File: config.mk
export PLATFORM = sky130hd
export DESIGN_NAME = rdm_target_mul
export DESIGN_NICKNAME = d
export VERILOG_FILES = /design/src/rtl/rdm_pkg.sv /design/src/rtl/rdm_target_mul.sv
export SDC_FILE = /design/constraint.sdc
export NUM_CORES = 1
export LEC_CHECK = 0
export ABC_AREA = 1
export BUFFER_PORTS_ARGS = -buffer_cell sky130_fd_sc_hd__buf_2
export CAP_MARGIN = 20
export CORE_ASPECT_RATIO = 0.8
export CORE_MARGIN = 5
export CORE_UTILIZATION = 55
export CTS_CLUSTER_DIAMETER = 60
export CTS_CLUSTER_SIZE = 16
export DETAILED_ROUTE_END_ITERATION = 10
export PLACE_DENSITY = 0.84
export SLEW_MARGIN = 10
export SYNTH_ARGS = -nofsm -noshare
export SYNTH_HDL_FRONTEND = slang
export SYNTH_SLANG_ARGS = --single-unit
File: constraint.sdc
create_clock -name clk -period 2.94 [get_ports clk]
set_input_delay 0.294 -clock clk [delete_from_list [all_inputs] [get_ports clk]]
set_output_delay 0.294 -clock clk [all_outputs]
set_load 0.01 [all_outputs]
File: src/rtl/rdm_pkg.sv
package rdm_pkg;

    localparam int MAX_GEARS      = 8;
    localparam int GEARS_PER_WORD = 4;
    localparam int GIDX_W         = $clog2(MAX_GEARS);

    localparam int MPH_W   = 8;
    localparam int RPM_W   = 14;
    localparam int GEAR_W  = 4;
    localparam int RATIO_W = 16;
    localparam int FD_W    = 16;
    localparam int CIRC_W  = 16;

    localparam int CFG_IDX_W  = 3;
    localparam int CFG_DATA_W = 64;

    localparam int MPH_FD_W   = MPH_W + FD_W;
    localparam int P_W        = RPM_W + CIRC_W;
    localparam int MID_W      = RATIO_W + 1;
    localparam int MID_PROD_W = MID_W + MPH_FD_W;
    localparam int REV_W      = 11;
    localparam int CMP_W      = MID_PROD_W + REV_W;
    localparam int LHS_SHIFT  = 17;
    localparam int REV_SH_HI  = 10;
    localparam int REV_SH_LO  = 5;
    localparam int TGT_PROD_W = MPH_FD_W + RATIO_W;
    localparam int NUM_SHIFT  = 16;
    localparam int DIVD_W     = TGT_PROD_W + REV_W - NUM_SHIFT;
    localparam int REM_W      = CIRC_W + RPM_W;

    localparam int S_TDATA_W = ((MPH_W + RPM_W + 7) / 8) * 8;
    localparam int M_TDATA_W = ((GEAR_W + RPM_W + 1 + 7) / 8) * 8;

    localparam logic [FD_W-1:0]   FD_RESET   = 16'd16384;
    localparam logic [CIRC_W-1:0] CIRC_RESET = 16'd20480;
    localparam logic [RPM_W-1:0]  MIN_RESET  = '0;
    localparam logic [RPM_W-1:0]  MAX_RESET  = '1;
    localparam logic [GEAR_W-1:0] GC_RESET   = 4'd1;

    typedef enum logic [CFG_IDX_W-1:0] {
        CFG_FINAL_DRIVE  = 3'd0,
        CFG_CIRCUMFERENCE = 3'd1,
        CFG_MIN_RPM      = 3'd2,
        CFG_MAX_RPM      = 3'd3,
        CFG_GEAR_COUNT   = 3'd4,
        CFG_RATIOS_LOW   = 3'd5,
        CFG_RATIOS_HIGH  = 3'd6
    } cfg_idx_t;

    typedef logic [MAX_GEARS-1:0][RATIO_W-1:0] ratio_set_t;

    typedef struct packed {
        logic [FD_W-1:0]   final_drive;
        logic [CIRC_W-1:0] circ;
        logic [RPM_W-1:0]  min_rpm;
        logic [RPM_W-1:0]  max_rpm;
        logic [GEAR_W-1:0] gear_count;
        ratio_set_t        ratios;
    } cfg_t;

    typedef struct packed {
        logic [GEAR_W-1:0]   gear;
        logic [MPH_FD_W-1:0] mph_fd;
    } est_t;

    typedef struct packed {
        logic [GEAR_W-1:0] gear;
        logic              ok;
        logic [REM_W-1:0]  rem;
        logic [RPM_W-1:0]  quo;
    } div_t;

    function automatic logic [GEAR_W-1:0] gears_in_use(input logic [GEAR_W-1:0] count);
        logic [GEAR_W-1:0] n;
        n = count;
        if (count == '0)
        begin
            n = GEAR_W'(1);
        end
        else if (count > GEAR_W'(MAX_GEARS))
        begin
            n = GEAR_W'(MAX_GEARS);
        end
        return n;
    endfunction

    // times 1056 = 2^10 + 2^5
    function automatic logic [CMP_W-1:0] rev_scale(input logic [MID_PROD_W-1:0] x);
        return (CMP_W'(x) << REV_SH_HI) + (CMP_W'(x) << REV_SH_LO);
    endfunction

endpackage

File: src/rtl/rdm_target_mul.sv
module rdm_target_mul
(
    input  logic          clk,
    input  logic          rst_n,
    input  rdm_pkg::cfg_t cfg,
    input  logic          in_valid,
    output logic          in_ready,
    input  rdm_pkg::est_t in_data,
    output logic          out_valid,
    input  logic          out_ready,
    output rdm_pkg::div_t out_data
);

    logic d_v_reg, e_v_reg;
    logic d_rdy, e_rdy;

    logic [rdm_pkg::TGT_PROD_W-1:0] d_prod_reg, d_prod_next;
    logic [rdm_pkg::GEAR_W-1:0]     d_gear_reg;
    logic                           d_down_reg, d_down_next;

    logic [rdm_pkg::GEAR_W-1:0] gm2;
    logic [rdm_pkg::CMP_W-1:0]  scaled;
    logic [rdm_pkg::DIVD_W-1:0] dividend;
    logic [rdm_pkg::DIVD_W-1:0] limit;

    rdm_pkg::div_t e_reg, e_next;

    assign e_rdy    = !e_v_reg || out_ready;
    assign d_rdy    = !d_v_reg || e_rdy;
    assign in_ready = d_rdy;

    assign out_valid = e_v_reg;
    assign out_data  = e_reg;

    always_comb
    begin
        gm2         = in_data.gear - rdm_pkg::GEAR_W'(2);
        d_down_next = (in_data.gear >= rdm_pkg::GEAR_W'(2)) && (cfg.circ != '0);
        d_prod_next = rdm_pkg::TGT_PROD_W'(in_data.mph_fd)
                      * rdm_pkg::TGT_PROD_W'(cfg.ratios[gm2[rdm_pkg::GIDX_W-1:0]]);
    end

    always_comb
    begin
        scaled      = rdm_pkg::rev_scale(rdm_pkg::MID_PROD_W'(d_prod_reg));
        dividend    = scaled[rdm_pkg::NUM_SHIFT +: rdm_pkg::DIVD_W];
        limit       = rdm_pkg::DIVD_W'(cfg.circ) << rdm_pkg::RPM_W;
        e_next.gear = d_gear_reg;
        e_next.ok   = d_down_reg && (dividend < limit);
        e_next.rem  = dividend[rdm_pkg::REM_W-1:0];
        e_next.quo  = '0;
    end

    always_ff @(posedge clk or negedge rst_n)
    begin
        if (!rst_n)
        begin
            d_v_reg <= 1'b0;
            e_v_reg <= 1'b0;
        end
        else
        begin
            if (d_rdy)
            begin
                d_v_reg <= in_valid;
            end
            if (e_rdy)
            begin
                e_v_reg <= d_v_reg;
            end
        end
    end

    always_ff @(posedge clk)
    begin
        if (d_rdy && in_valid)
        begin
            d_prod_reg <= d_prod_next;
            d_gear_reg <= in_data.gear;
            d_down_reg <= d_down_next;
        end
        if (e_rdy && d_v_reg)
        begin
            e_reg <= e_next;
        end
    end

endmodule

==> run summary <==
CP Data Required Time - 3080 ps
# port buffers - 212
Commonest cells post-synth - inv_1, nand2_1, fa_1
Layout cells sized above 1 - 40.3%
Area Growth Syn to Fin - 42.7%
Fill count - 2,026
Avg WL per Cell - 21.1 um
Largest net degree at the start of global routing - 46
Clock slew at reported path FFs - 80 ps
Post-synthesis sequential area ratio - 13.2%
Flop and latch count out of synthesis - 82
Rows - 60
Netlist Area Pre-Place - 18,500 um^2
RSZ-0062 raised after global routing - yes
Via count - 19,400
Total GRT Usage - 33.9%
Setup crit end kind - register
Status - finished, violations left
Unique cell type count in the Yosys netlist - 55
Initial antenna violation count - 0
Hold crit path type - in2reg
Num CTS Buffers - 9
Via density - 5.71
Max FFs per register - 40
Post-Syn Instances - 2,308
Slew margin rel. - 53.1%
Final worst slack - -3430 ps
Fin Clk Skew - 15.0 ps
Crit Path Max Fanout - 5
Placed Area - 23,400 um^2
CTS tree - done
Worst path slowest cell - fa_1
H-tree depth - 3
Cell taking the most area after synthesis - fa_1
Element type at the critical path start - input pin
Max Fclk - 157 MHz
DRT Pass-1 Iters - 9
Die ar. - 37,500 um^2
Fin util - 79.0%
HPWL after DPL - 52,300 um
Ports - 275
Die width - 215 um
Fin crit period - 6370 ps
Post-DRT Antenna Nets - 0
Final setup fails - 38
Slew @ Worst Pin - 704 ps
Crit-path most repeated cell - fa_1
CP max stage delay - 560 ps
Clock latency at the later pin of the worst-skew pair - 380 ps
Synth Warn # - 0
Initial Util - 55.4%
Number of global-route vias before repair - 19,600
Ranking of synthesized cells by area - fa_1, edfxtp_1, ha_1, inv_1, nand2_1
Failing checks - setup timing
Clk root buf - clkbuf_16
Setup_tns - -105,510 ps
R2r setup slk - -480 ps
Layout Cell Area excl Fill - 26,500 um^2
Number of flops mapped to enable cells by yosys - 80
Data arrival, critical path - 6510 ps
Number of remaining DRC errors - 0
Top cell type's share of synthesized area - 33.0%
Gpl congestion - 0.998
CTS max path bufs - 2
Drt total wl - 71,500 um
Nets - 3,643
Share of flip-flops with an asynchronous set or reset - 2.44%
Max Cap Violations - 0
Final Hold Vio Count - 0
Setup Crit Path Kind - in2reg
Total grt overflow - 0
Final worst-path cycle share - 217%
Initial DRC Count - 2,054
Die height - 174 um
Post-Syn Area per Cell - 8.04 um^2
First-pass GRT wire length - 101,000 um
Most frequent cell after synthesis - inv_1
Max Slew Vio Count - 0
Core area - 33,500 um^2
Top_reg_cell synth - edfxtp_1
Sink Count - 82
-- final cells by class --
| class | instances | area, um^2 | area share [%] |
|---|---|---|---|
| clock buffer | 9 | 225 | 0.851 |
| sequential | 82 | 2450 | 9.27 |
| multi-input combinational | 1669 | 15900 | 60.0 |
| timing repair inverter | 1 | 7.51 | 0.0284 |
| inverter | 492 | 1950 | 7.37 |
| tap | 434 | 543 | 2.05 |
| timing repair buffer | 697 | 5330 | 20.2 |
| clock inverter | 7 | 75.1 | 0.284 |
| antenna | 1 | 2.50 | 0.00946 |
-- kinds of logic after synthesis --
logic type	count (synthesis)	share of synthesized area, %
compound gates	270	8.42
xor+xnor	63	2.98
fa+ha+maj	467	43.9
buf+inv	571	12.7
flops	82	13.2
other cells	1	0.0202
simple gates	854	18.8
-- layer usage --
layer | vias to the layer above | part of all wire (%) | GRT usage, % | wire length [um]
li1 | 8335 | - | - | -
met1 | 9422 | 36 | 45.8 | 25900
met2 | 1282 | 47 | 54.6 | 33800
met3 | 338 | 11 | 7.89 | 7900
met4 | 0 | 5.4 | 11.3 | 3890
met5 | - | 0 | 0 | 0
-- placed cells by master (no fill, tap or decap), drive strengths merged, types with 2 or more instances in the layout --
cell      synthesis  final
buf              60    695
inv             486    485
nand2           468    468
nor2            329    330
fa              306    306
ha              161    161
o21ai            96     96
a21oi            92     92
edfxtp           80     80
xor2             39     39
o22ai            31     31
nand3            28     28
xnor2            24     24
conb              1     14
a31oi            14     14
clkinv            6     11
nor3             11     11
clkbuf           19      9
o21bai            9      9
nor4              9      9
a21o              8      8
o211ai            7      7
nand4             5      5
clkinvlp          0      3
a31o              3      3
and3              2      2
a211oi            2      2
dfrtp             2      2
a21boi            2      2
o31ai             2      2
-- final timing paths --
| path | from | endpoint | depth (start not counted) |
|---|---|---|---|
| min reg2reg | d_gear_reg[1] | out_data[46] | 0 |
| min in group asynchronous | rst_n | d_v_reg | 2 |
| max reg2reg | d_prod_reg[25] | out_data[44] | 17 |
| max | in_data[26] | d_prod_reg[38] | 32 |
| min | in_valid | d_v_reg | 3 |
| max in group asynchronous | rst_n | out_valid | 2 |
-- through the flow --
step / setup slack, ps / hold WS [ps] / std cells
after floorplan: -2930 / -1.59 / 2321
after global placement: -3800 / 78.2 / 3287
after detailed placement: -3920 / 82.2 / 3287
after CTS: -3140 / 155 / 3352
after global routing: -3650 / 153 / 3391
final: -3430 / 155 / 3392
-- what timing repair did --
| action | 4_1_cts | 5_1_grt |
|---|---|---|
| setup buffers | 45 | 43 |
| pin swaps | 33 | 167 |
| gates resized for setup | 190 | 338 |
| gates cloned | 4 | 0 |
| hold endpoints to repair | 2 | 0 |
| setup endpoints to repair | 38 | 38 |
| hold buffers | 1 | 0 |
-- critical path: cells and delay by family --
| family | cells | cell delay, ps |
|---|---|---|
| fa+ha+maj | 7 | 3430 |
| simple gates | 10 | 1040 |
| buf+inv | 9 | 920 |
| compound gates | 6 | 820 |
Power is left out: the tool's default activity adds up to more than one toggle a clock period on the data nets, which glitch-free logic cannot reach.
