File: src/rtl/rdm_pkg.sv
package rdm_pkg;

    localparam int MAX_GEARS      = 8;
    localparam int GEARS_PER_WORD = 4;
    localparam int GIDX_W         = $clog2(MAX_GEARS);

    localparam int MPH_W   = 8;
    localparam int RPM_W   = 14;
    localparam int GEAR_W  = 4;
    localparam int RATIO_W = 16;
    localparam int FD_W    = 16;
    localparam int CIRC_W  = 16;

    localparam int CFG_IDX_W  = 3;
    localparam int CFG_DATA_W = 64;

    localparam int MPH_FD_W   = MPH_W + FD_W;
    localparam int P_W        = RPM_W + CIRC_W;
    localparam int MID_W      = RATIO_W + 1;
    localparam int MID_PROD_W = MID_W + MPH_FD_W;
    localparam int REV_W      = 11;
    localparam int CMP_W      = MID_PROD_W + REV_W;
    localparam int LHS_SHIFT  = 17;
    localparam int REV_SH_HI  = 10;
    localparam int REV_SH_LO  = 5;
    localparam int TGT_PROD_W = MPH_FD_W + RATIO_W;
    localparam int NUM_SHIFT  = 16;
    localparam int DIVD_W     = TGT_PROD_W + REV_W - NUM_SHIFT;
    localparam int REM_W      = CIRC_W + RPM_W;

    localparam int S_TDATA_W = ((MPH_W + RPM_W + 7) / 8) * 8;
    localparam int M_TDATA_W = ((GEAR_W + RPM_W + 1 + 7) / 8) * 8;

    localparam logic [FD_W-1:0]   FD_RESET   = 16'd16384;
    localparam logic [CIRC_W-1:0] CIRC_RESET = 16'd20480;
    localparam logic [RPM_W-1:0]  MIN_RESET  = '0;
    localparam logic [RPM_W-1:0]  MAX_RESET  = '1;
    localparam logic [GEAR_W-1:0] GC_RESET   = 4'd1;

    typedef enum logic [CFG_IDX_W-1:0] {
        CFG_FINAL_DRIVE  = 3'd0,
        CFG_CIRCUMFERENCE = 3'd1,
        CFG_MIN_RPM      = 3'd2,
        CFG_MAX_RPM      = 3'd3,
        CFG_GEAR_COUNT   = 3'd4,
        CFG_RATIOS_LOW   = 3'd5,
        CFG_RATIOS_HIGH  = 3'd6
    } cfg_idx_t;

    typedef logic [MAX_GEARS-1:0][RATIO_W-1:0] ratio_set_t;

    typedef struct packed {
        logic [FD_W-1:0]   final_drive;
        logic [CIRC_W-1:0] circ;
        logic [RPM_W-1:0]  min_rpm;
        logic [RPM_W-1:0]  max_rpm;
        logic [GEAR_W-1:0] gear_count;
        ratio_set_t        ratios;
    } cfg_t;

    typedef struct packed {
        logic [GEAR_W-1:0]   gear;
        logic [MPH_FD_W-1:0] mph_fd;
    } est_t;

    typedef struct packed {
        logic [GEAR_W-1:0] gear;
        logic              ok;
        logic [REM_W-1:0]  rem;
        logic [RPM_W-1:0]  quo;
    } div_t;

    function automatic logic [GEAR_W-1:0] gears_in_use(input logic [GEAR_W-1:0] count);
        logic [GEAR_W-1:0] n;
        n = count;
        if (count == '0)
        begin
            n = GEAR_W'(1);
        end
        else if (count > GEAR_W'(MAX_GEARS))
        begin
            n = GEAR_W'(MAX_GEARS);
        end
        return n;
    endfunction

    // times 1056 = 2^10 + 2^5
    function automatic logic [CMP_W-1:0] rev_scale(input logic [MID_PROD_W-1:0] x);
        return (CMP_W'(x) << REV_SH_HI) + (CMP_W'(x) << REV_SH_LO);
    endfunction

endpackage

File: src/rtl/rdm_divider.sv
module rdm_divider
(
    input  logic          clk,
    input  logic          rst_n,
    input  rdm_pkg::cfg_t cfg,
    input  logic          in_valid,
    output logic          in_ready,
    input  rdm_pkg::div_t in_data,
    output logic          out_valid,
    input  logic          out_ready,
    output rdm_pkg::div_t out_data
);

    localparam int NST = rdm_pkg::RPM_W;

    logic [NST-1:0] v_reg;
    logic [NST:0]   rdy;
    logic [NST:0]   src_v;

    rdm_pkg::div_t d_reg  [NST];
    rdm_pkg::div_t d_next [NST];
    rdm_pkg::div_t src_d  [NST+1];

    logic [rdm_pkg::REM_W-1:0] trial [NST];

    always_comb
    begin
        rdy[NST] = out_ready;
        for (int k = NST - 1; k >= 0; k--)
        begin
            rdy[k] = !v_reg[k] || rdy[k+1];
        end
    end

    always_comb
    begin
        src_v[0] = in_valid;
        src_d[0] = in_data;
        for (int k = 0; k < NST; k++)
        begin
            src_v[k+1] = v_reg[k];
            src_d[k+1] = d_reg[k];
        end
    end

    assign in_ready  = rdy[0];
    assign out_valid = src_v[NST];
    assign out_data  = src_d[NST];

    // stage k resolves quotient bit NST-1-k
    always_comb
    begin
        for (int k = 0; k < NST; k++)
        begin
            trial[k]  = rdm_pkg::REM_W'(cfg.circ) << (NST - 1 - k);
            d_next[k] = src_d[k];
            if (src_d[k].rem >= trial[k])
            begin
                d_next[k].rem            = src_d[k].rem - trial[k];
                d_next[k].quo[NST-1-k]   = 1'b1;
            end
        end
    end

    always_ff @(posedge clk or negedge rst_n)
    begin
        if (!rst_n)
        begin
            v_reg <= '0;
        end
        else
        begin
            for (int k = 0; k < NST; k++)
            begin
                if (rdy[k])
                begin
                    v_reg[k] <= src_v[k];
                end
            end
        end
    end

    always_ff @(posedge clk)
    begin
        for (int k = 0; k < NST; k++)
        begin
            if (rdy[k] && src_v[k])
            begin
                d_reg[k] <= d_next[k];
            end
        end
    end

endmodule

File: config.mk
export PLATFORM = sky130hd
export DESIGN_NAME = rdm_divider
export DESIGN_NICKNAME = d
export VERILOG_FILES = /design/src/rtl/rdm_pkg.sv /design/src/rtl/rdm_divider.sv
export SDC_FILE = /design/constraint.sdc
export NUM_CORES = 1
export LEC_CHECK = 0
export BUFFER_PORTS_ARGS = -buffer_cell sky130_fd_sc_hd__buf_2
export CAP_MARGIN = 20
export CORE_MARGIN = 4
export CORE_UTILIZATION = 25
export DETAILED_ROUTE_END_ITERATION = 8
export GPL_TIMING_DRIVEN = 0
export SETUP_SLACK_MARGIN = 0.3
export SLEW_MARGIN = 10
export SYNTH_ARGS = -nofsm -noshare
export SYNTH_HDL_FRONTEND = slang
export SYNTH_SLANG_ARGS = --single-unit
File: constraint.sdc
create_clock -name clk -period 7.3 [get_ports clk]
set_input_delay 1.46 -clock clk [delete_from_list [all_inputs] [get_ports clk]]
set_output_delay 1.46 -clock clk [all_outputs]
set_load 0.005 [all_outputs]
==> results of run 1 <==
logic make-up (layout without fill, tap and decap cells):
group	after synthesis	count (layout)	share of synthesized area, %
mux	59	59	1.78
other cells	0	2	0
compound gates	724	724	12.2
xor+xnor	254	254	5.98
fa+ha+maj	238	238	8.28
simple gates	934	934	12.9
flops	700	700	56.3
buf+inv	195	464	2.57
per-stage QoR:
| step | area [sq um] | setup slack [ns] | total power [W] | instances |
|---|---|---|---|---|
| floorplan | 37200 | 2.52 | 0.0109 | 3104 |
| global placement | 40200 | 0.955 | 0.0122 | 5153 |
| detailed placement | 40600 | 1.03 | 0.0123 | 5166 |
| CTS | 43000 | 1.72 | 0.0162 | 5303 |
| global route | 43000 | 1.41 | 0.0172 | 5303 |
| finish | 43000 | 1.69 | 0.0160 | 5305 |
how the worst max path moves through the flow:
stage	cells past startpoint	slack (ns)	endpoint
2_1_floorplan	6	2.52	d_reg[0][147]$_DFFE_PP_
3_3_place_gp	7	0.96	d_reg[0][192]$_DFFE_PP_
3_5_place_dp	12	1.03	d_reg[1][119]$_DFFE_PP_
4_1_cts	12	1.72	d_reg[1][119]$_DFFE_PP_
5_1_grt	12	1.41	d_reg[0][224]$_DFFE_PP_
6_report	12	1.69	d_reg[1][119]$_DFFE_PP_
routing by layer:
metal | vias up | track usage, % | part of all wire, %
met4 | 2 | 4.06 | 3.9
li1 | 12154 | - | -
met5 | - | 0 | 0.025
met2 | 430 | 18.1 | 49
met3 | 176 | 2.00 | 3.8
met1 | 11251 | 11.9 | 43
where the power goes:
group          total [W]  switching [W]  internal [W]
Clock            0.00378        0.00160       0.00218
Combinational    0.00566        0.00314       0.00252
Sequential       0.00660       0.000610       0.00599
critical path, stage by stage:
cell and delay (ns):
buf_2 0.54, inv_1 0.66, ha_1 0.51, nor2b_1 0.15, o31a_1 0.27, o31ai_1 0.59
a41oi_1 0.33, nor4b_1 0.45, clkbuf_1 0.40, buf_2 0.36, a211oi_1 0.09, a21o_1 0.16
cell type report:
class,instances,area share (%)
clock buffers,92,4.76
repair buffers,132,1.99
diodes,2,0.0116
inverters,85,0.742
plain buffers,110,1.49
clock inverters,45,0.928
multi-input cells,2209,35.8
well taps,1930,5.61
flip-flops and latches,700,48.7
placed cells by master, fill, tap and decap left out, types with 15 or more instances in the layout:
cell type,synthesis,layout
nor2_1,200,199
nand3_1,48,48
edfxtp_1,686,686
nor3_1,71,71
nand2_1,244,244
xnor2_1,112,112
mux2_2,45,45
a211oi_1,19,19
o21ai_0,220,220
or4_1,27,27
nor4_1,40,40
nand2b_1,67,67
a21o_1,60,60
a31oi_1,24,24
clkbuf_1,48,59
o211ai_1,21,21
buf_2,7,126
or2_2,19,19
xor2_1,142,142
buf_4,50,50
and3_1,15,15
ha_1,224,224
inv_1,85,85
o31ai_1,25,25
clkinv_2,0,15
nor2b_1,42,38
o21a_1,47,47
nor4b_1,15,15
clkbuf_16,0,79
nand4_1,39,39
a21oi_1,197,196
or3_1,32,32
==> impl_metrics.json, run 1 <==
{
  "antenna_found_initial": 3,
  "antenna_left": 0,
  "io_pins": 296,
  "final_hold_viol_count": 0,
  "wire_per_inst_um": 15.1,
  "hold_path.class": "reg2reg",
  "slew_headroom_pct": 32.0,
  "grt_usage_pct": 10.1,
  "clk-insertion-delay-late_ns": 0.65,
  "crit_required_ns": 7.70,
  "min-delay-start": "d_reg[0][152]$_DFFE_PP_",
  "multi_input_area_sq_mm": 0.0154,
  "peakVddDrop_uv": 170,
  "grt_pass1_wl_mm": 128,
  "cts.sinks": 700,
  "cts_tree": "yes",
  "die-height_um": 394,
  "cts_hold_buf": 0,
  "finalClockSkew_ns": 0.0292,
  "cts-buffers-inserted": 77,
  "critPathLaunchType": "input port",
  "utilization_pct": 29.1,
  "hold-worst-slack_ns": 0.401,
  "crit_start": "cfg[161]",
  "post_cts_resized": 0,
  "fin_nets": 3798,
  "htreeDepth": 3,
  "postCtsSetupBuffers": 0,
  "hold_depth": 0,
  "synth_cell_types": 91,
  "port_buffers": 119,
  "clock_path_buffers": 3,
  "regToRegEndpoint": "d_reg[1][286]$_DFFE_PP_",
  "setup-violations-final": 0,
  "ys_warn_count": 0,
  "yosysMostFrequentCell": "edfxtp_1",
  "seq_area_sq_mm": 0.0210,
  "r2r-start": "d_reg[1][210]$_DFFE_PP_",
  "synth_cells": 3104,
  "num_vias": 24013,
  "yosysTopAreaCellShare_pct": 55.3,
  "synth.area.top_cells": "edfxtp_1 55%, ha_1 7.5%, xor2_1 3.3%",
  "dp_hpwl_mm": 61.4,
  "r2r_cells": 12,
  "crit_type": "in2reg",
  "final.setup.tns_ns": 0,
  "drc": 0,
  "drive_above_1_share_pct": 12.6,
  "root_buffer": "clkbuf_16",
  "synth_seq_cells": 700,
  "end_kind": "flop",
  "clk_pin_slew_ns": 0.06,
  "synthesis.area_sq_mm": 0.0372,
  "postSynthAreaPerCell_sq_um": 12.0,
  "drv_cap": 0,
  "core-area_sq_mm": 0.148,
  "yosys.area.top_type": "edfxtp_1",
  "drt_first_pass_iters": 5,
  "grt_overflow_total": 0,
  "tightest_slew_ns": 1.02,
  "die-area_sq_mm": 0.155,
  "synthArstFlopShare_pct": 2.00,
  "drt_iter0_drc": 1284,
  "status": "completed",
  "crit_fanout": 15,
  "power.density_mw_per_mm2": 373,
  "period_needed_ns": 5.61,
  "synth_common_cells": "686 x edfxtp_1, 244 x nand2_1, 224 x ha_1, 220 x o21ai_0, 200 x nor2_1",
  "avgViaCountPerCell": 4.53,
  "fin_crit_sh_pct": 76.8,
  "totalWireLength_mm": 80.3,
  "drv_slew": 0,
  "grt_pass1_vias": 24444,
  "nFillCells": 14975,
  "syn_nets": 3587,
  "synth_seq_area_share_pct": 56.3,
  "die_w_um": 394,
  "rsz0062_at_grt": "no",
  "largest_reg_flops": 686,
  "arrival_ns": 6.00,
  "grt_max_degree": 50,
  "rrSetupSlack_ns": 3.45,
  "synth_edf_count": 686,
  "gp_congestion": 0.916,
  "whs_endpoint": "d_reg[0][201]$_DFFE_PP_",
  "area_growth_pct": 15.5,
  "start_util_pct": 25.2,
  "power.leakage_nw": 15.4,
  "num_rows": 141,
  "fmax_ghz": 0.178,
  "synth_flop_cell": "edfxtp_1"
}
Note: power is estimated with default switching activity, not from simulation.
==> inputs of run 2 (changes only) <==
clock period = 5.06 ns   (was 7.3 ns; I/O delays follow)
==> impl_metrics.json, run 2 (synthesized netlist as in run 1, its figures left out) <==
{
  "drc": 0,
  "slew_headroom_pct": 31.8,
  "use_met1_pct": 11.9,
  "cts_tree": "yes",
  "layout_commonest_cell": "edfxtp_1",
  "grt_pass1_vias": 24471,
  "grt_max_degree": 50,
  "r2r_cells": 10,
  "crit_start": "cfg[161]",
  "status": "completed",
  "cts.sinks": 700,
  "die_w_um": 394,
  "tightest_slew_ns": 1.02,
  "power.leakage_nw": 15.4,
  "layout_common_cells": "686 x edfxtp_1, 244 x nand2_1, 224 x ha_1",
  "place_ws_ns": -0.765,
  "die-height_um": 394,
  "port_buffers": 119,
  "critPathLaunchType": "input port",
  "layout_setup_ws_ns": 0.519,
  "io_pins": 296,
  "grt_usage_pct": 10.2,
  "grt_overflow_total": 0,
  "drv_slew": 0,
  "drt_iter0_drc": 1388,
  "largest_reg_flops": 686,
  "grtUsageMet3_pct": 2.07,
  "gp_congestion": 0.916,
  "dp_hpwl_mm": 61.4,
  "drv_cap": 0,
  "fin_nets": 3801,
  "hold_path.class": "in2async",
  "fmax_ghz": 0.220,
  "arrival_ns": 4.94,
  "power.density_mw_per_mm2": 538,
  "final_hold_viol_count": 0,
  "cts-buffers-inserted": 77,
  "antenna_left": 0,
  "utilization_pct": 29.1,
  "rrSetupSlack_ns": 1.27,
  "grt.busiest_layer": "met2",
  "start_util_pct": 25.2,
  "crit_type": "in2reg",
  "root_buffer": "clkbuf_16",
  "r2r-start": "d_reg[1][67]$_DFFE_PP_",
  "crit_fanout": 14,
  "clock_path_buffers": 3,
  "period_needed_ns": 4.54,
  "fin_crit_sh_pct": 89.7,
  "peakVddDrop_uv": 246,
  "drt_first_pass_iters": 5,
  "clk_pin_slew_ns": 0.06,
  "rsz0062_at_grt": "no",
  "clk-insertion-delay-late_ns": 0.65,
  "antenna_found_initial": 3,
  "grt_use_met2_pct": 18.1,
  "regToRegEndpoint": "d_reg[1][119]$_DFFE_PP_",
  "hold-worst-slack_ns": 0.269,
  "final.setup.tns_ns": 0,
  "totalWireLength_mm": 80.5,
  "grt_pass1_wl_mm": 128,
  "drive_above_1_share_pct": 12.8,
  "area_growth_pct": 15.7,
  "num_vias": 24060,
  "finalClockSkew_ns": 0.0294,
  "end_kind": "flop",
  "crit_required_ns": 5.46,
  "core-area_sq_mm": 0.148,
  "num_rows": 141,
  "die-area_sq_mm": 0.155,
  "avgViaCountPerCell": 4.53,
  "setup-violations-final": 0,
  "wire_per_inst_um": 15.2,
  "cts_hold_buf": 0,
  "htreeDepth": 3
}
-- run 2: layout make-up --
class                      instances  area, sq um
fill                           14969       105000
sequential                       700        21000
multi-input combinational       2209        15400
tap                             1930         2410
clock buffer                      92         2050
timing repair buffer             135          881
buffer                           110          639
clock inverter                    45          399
inverter                          85          330
antenna                            3         7.51
-- run 2: how the worst max path moves through the flow --
stage / to / depth (start not counted)
finish: d_reg[1][119]$_DFFE_PP_ / 13
detailed placement: d_reg[1][119]$_DFFE_PP_ / 12
global route: d_reg[1][127]$_DFFE_PP_ / 12
global placement: d_reg[0][192]$_DFFE_PP_ / 7
floorplan: d_reg[0][147]$_DFFE_PP_ / 6
CTS: d_reg[1][119]$_DFFE_PP_ / 13
-- run 2: worst max-delay path, cell delays in order --
cell and delay (ns):
clkbuf_4 0.40, clkinvlp_4 0.16, buf_4 0.21, ha_1 0.32, nor2b_1 0.15, o31a_1 0.27, o31ai_1 0.60, a41oi_1 0.33
nor4b_1 0.45, clkbuf_1 0.40, buf_2 0.36, a211oi_1 0.09, a21o_1 0.17
-- run 2: timing repair --
item                                    4_1_cts  5_1_grt
resized for setup                             1        5
endpoints found under the setup margin       68       51
setup buffers                                 3        0
pin swaps                                     0        0
cloned                                        0        0
-- run 2: power by group --
part | switching [W] | leakage (nW) | total [W] | internal (W)
sequential | 0.000878 | 6.73 | 0.00953 | 0.00865
combinational | 0.00454 | 7.52 | 0.00817 | 0.00363
clock | 0.00231 | 1.18 | 0.00546 | 0.00315
total | 0.00773 | 15.4 | 0.0232 | 0.0154
-- run 2: per-layer routing --
| metal | vias to the layer above | routed length [um] |
|---|---|---|
| met5 | - | 20 |
| met4 | 2 | 3070 |
| met3 | 175 | 3160 |
| met1 | 11259 | 34600 |
| met2 | 468 | 39700 |
| li1 | 12156 | - |
-- run 2: per-stage QoR --
step,cell area [sq um],instances,total power [W]
floorplan,37200,3104,0.0158
global placement,40200,5153,0.0176
detailed placement,40600,5166,0.0177
CTS,43000,5306,0.0234
global route,43100,5306,0.0248
finish,43100,5309,0.0232
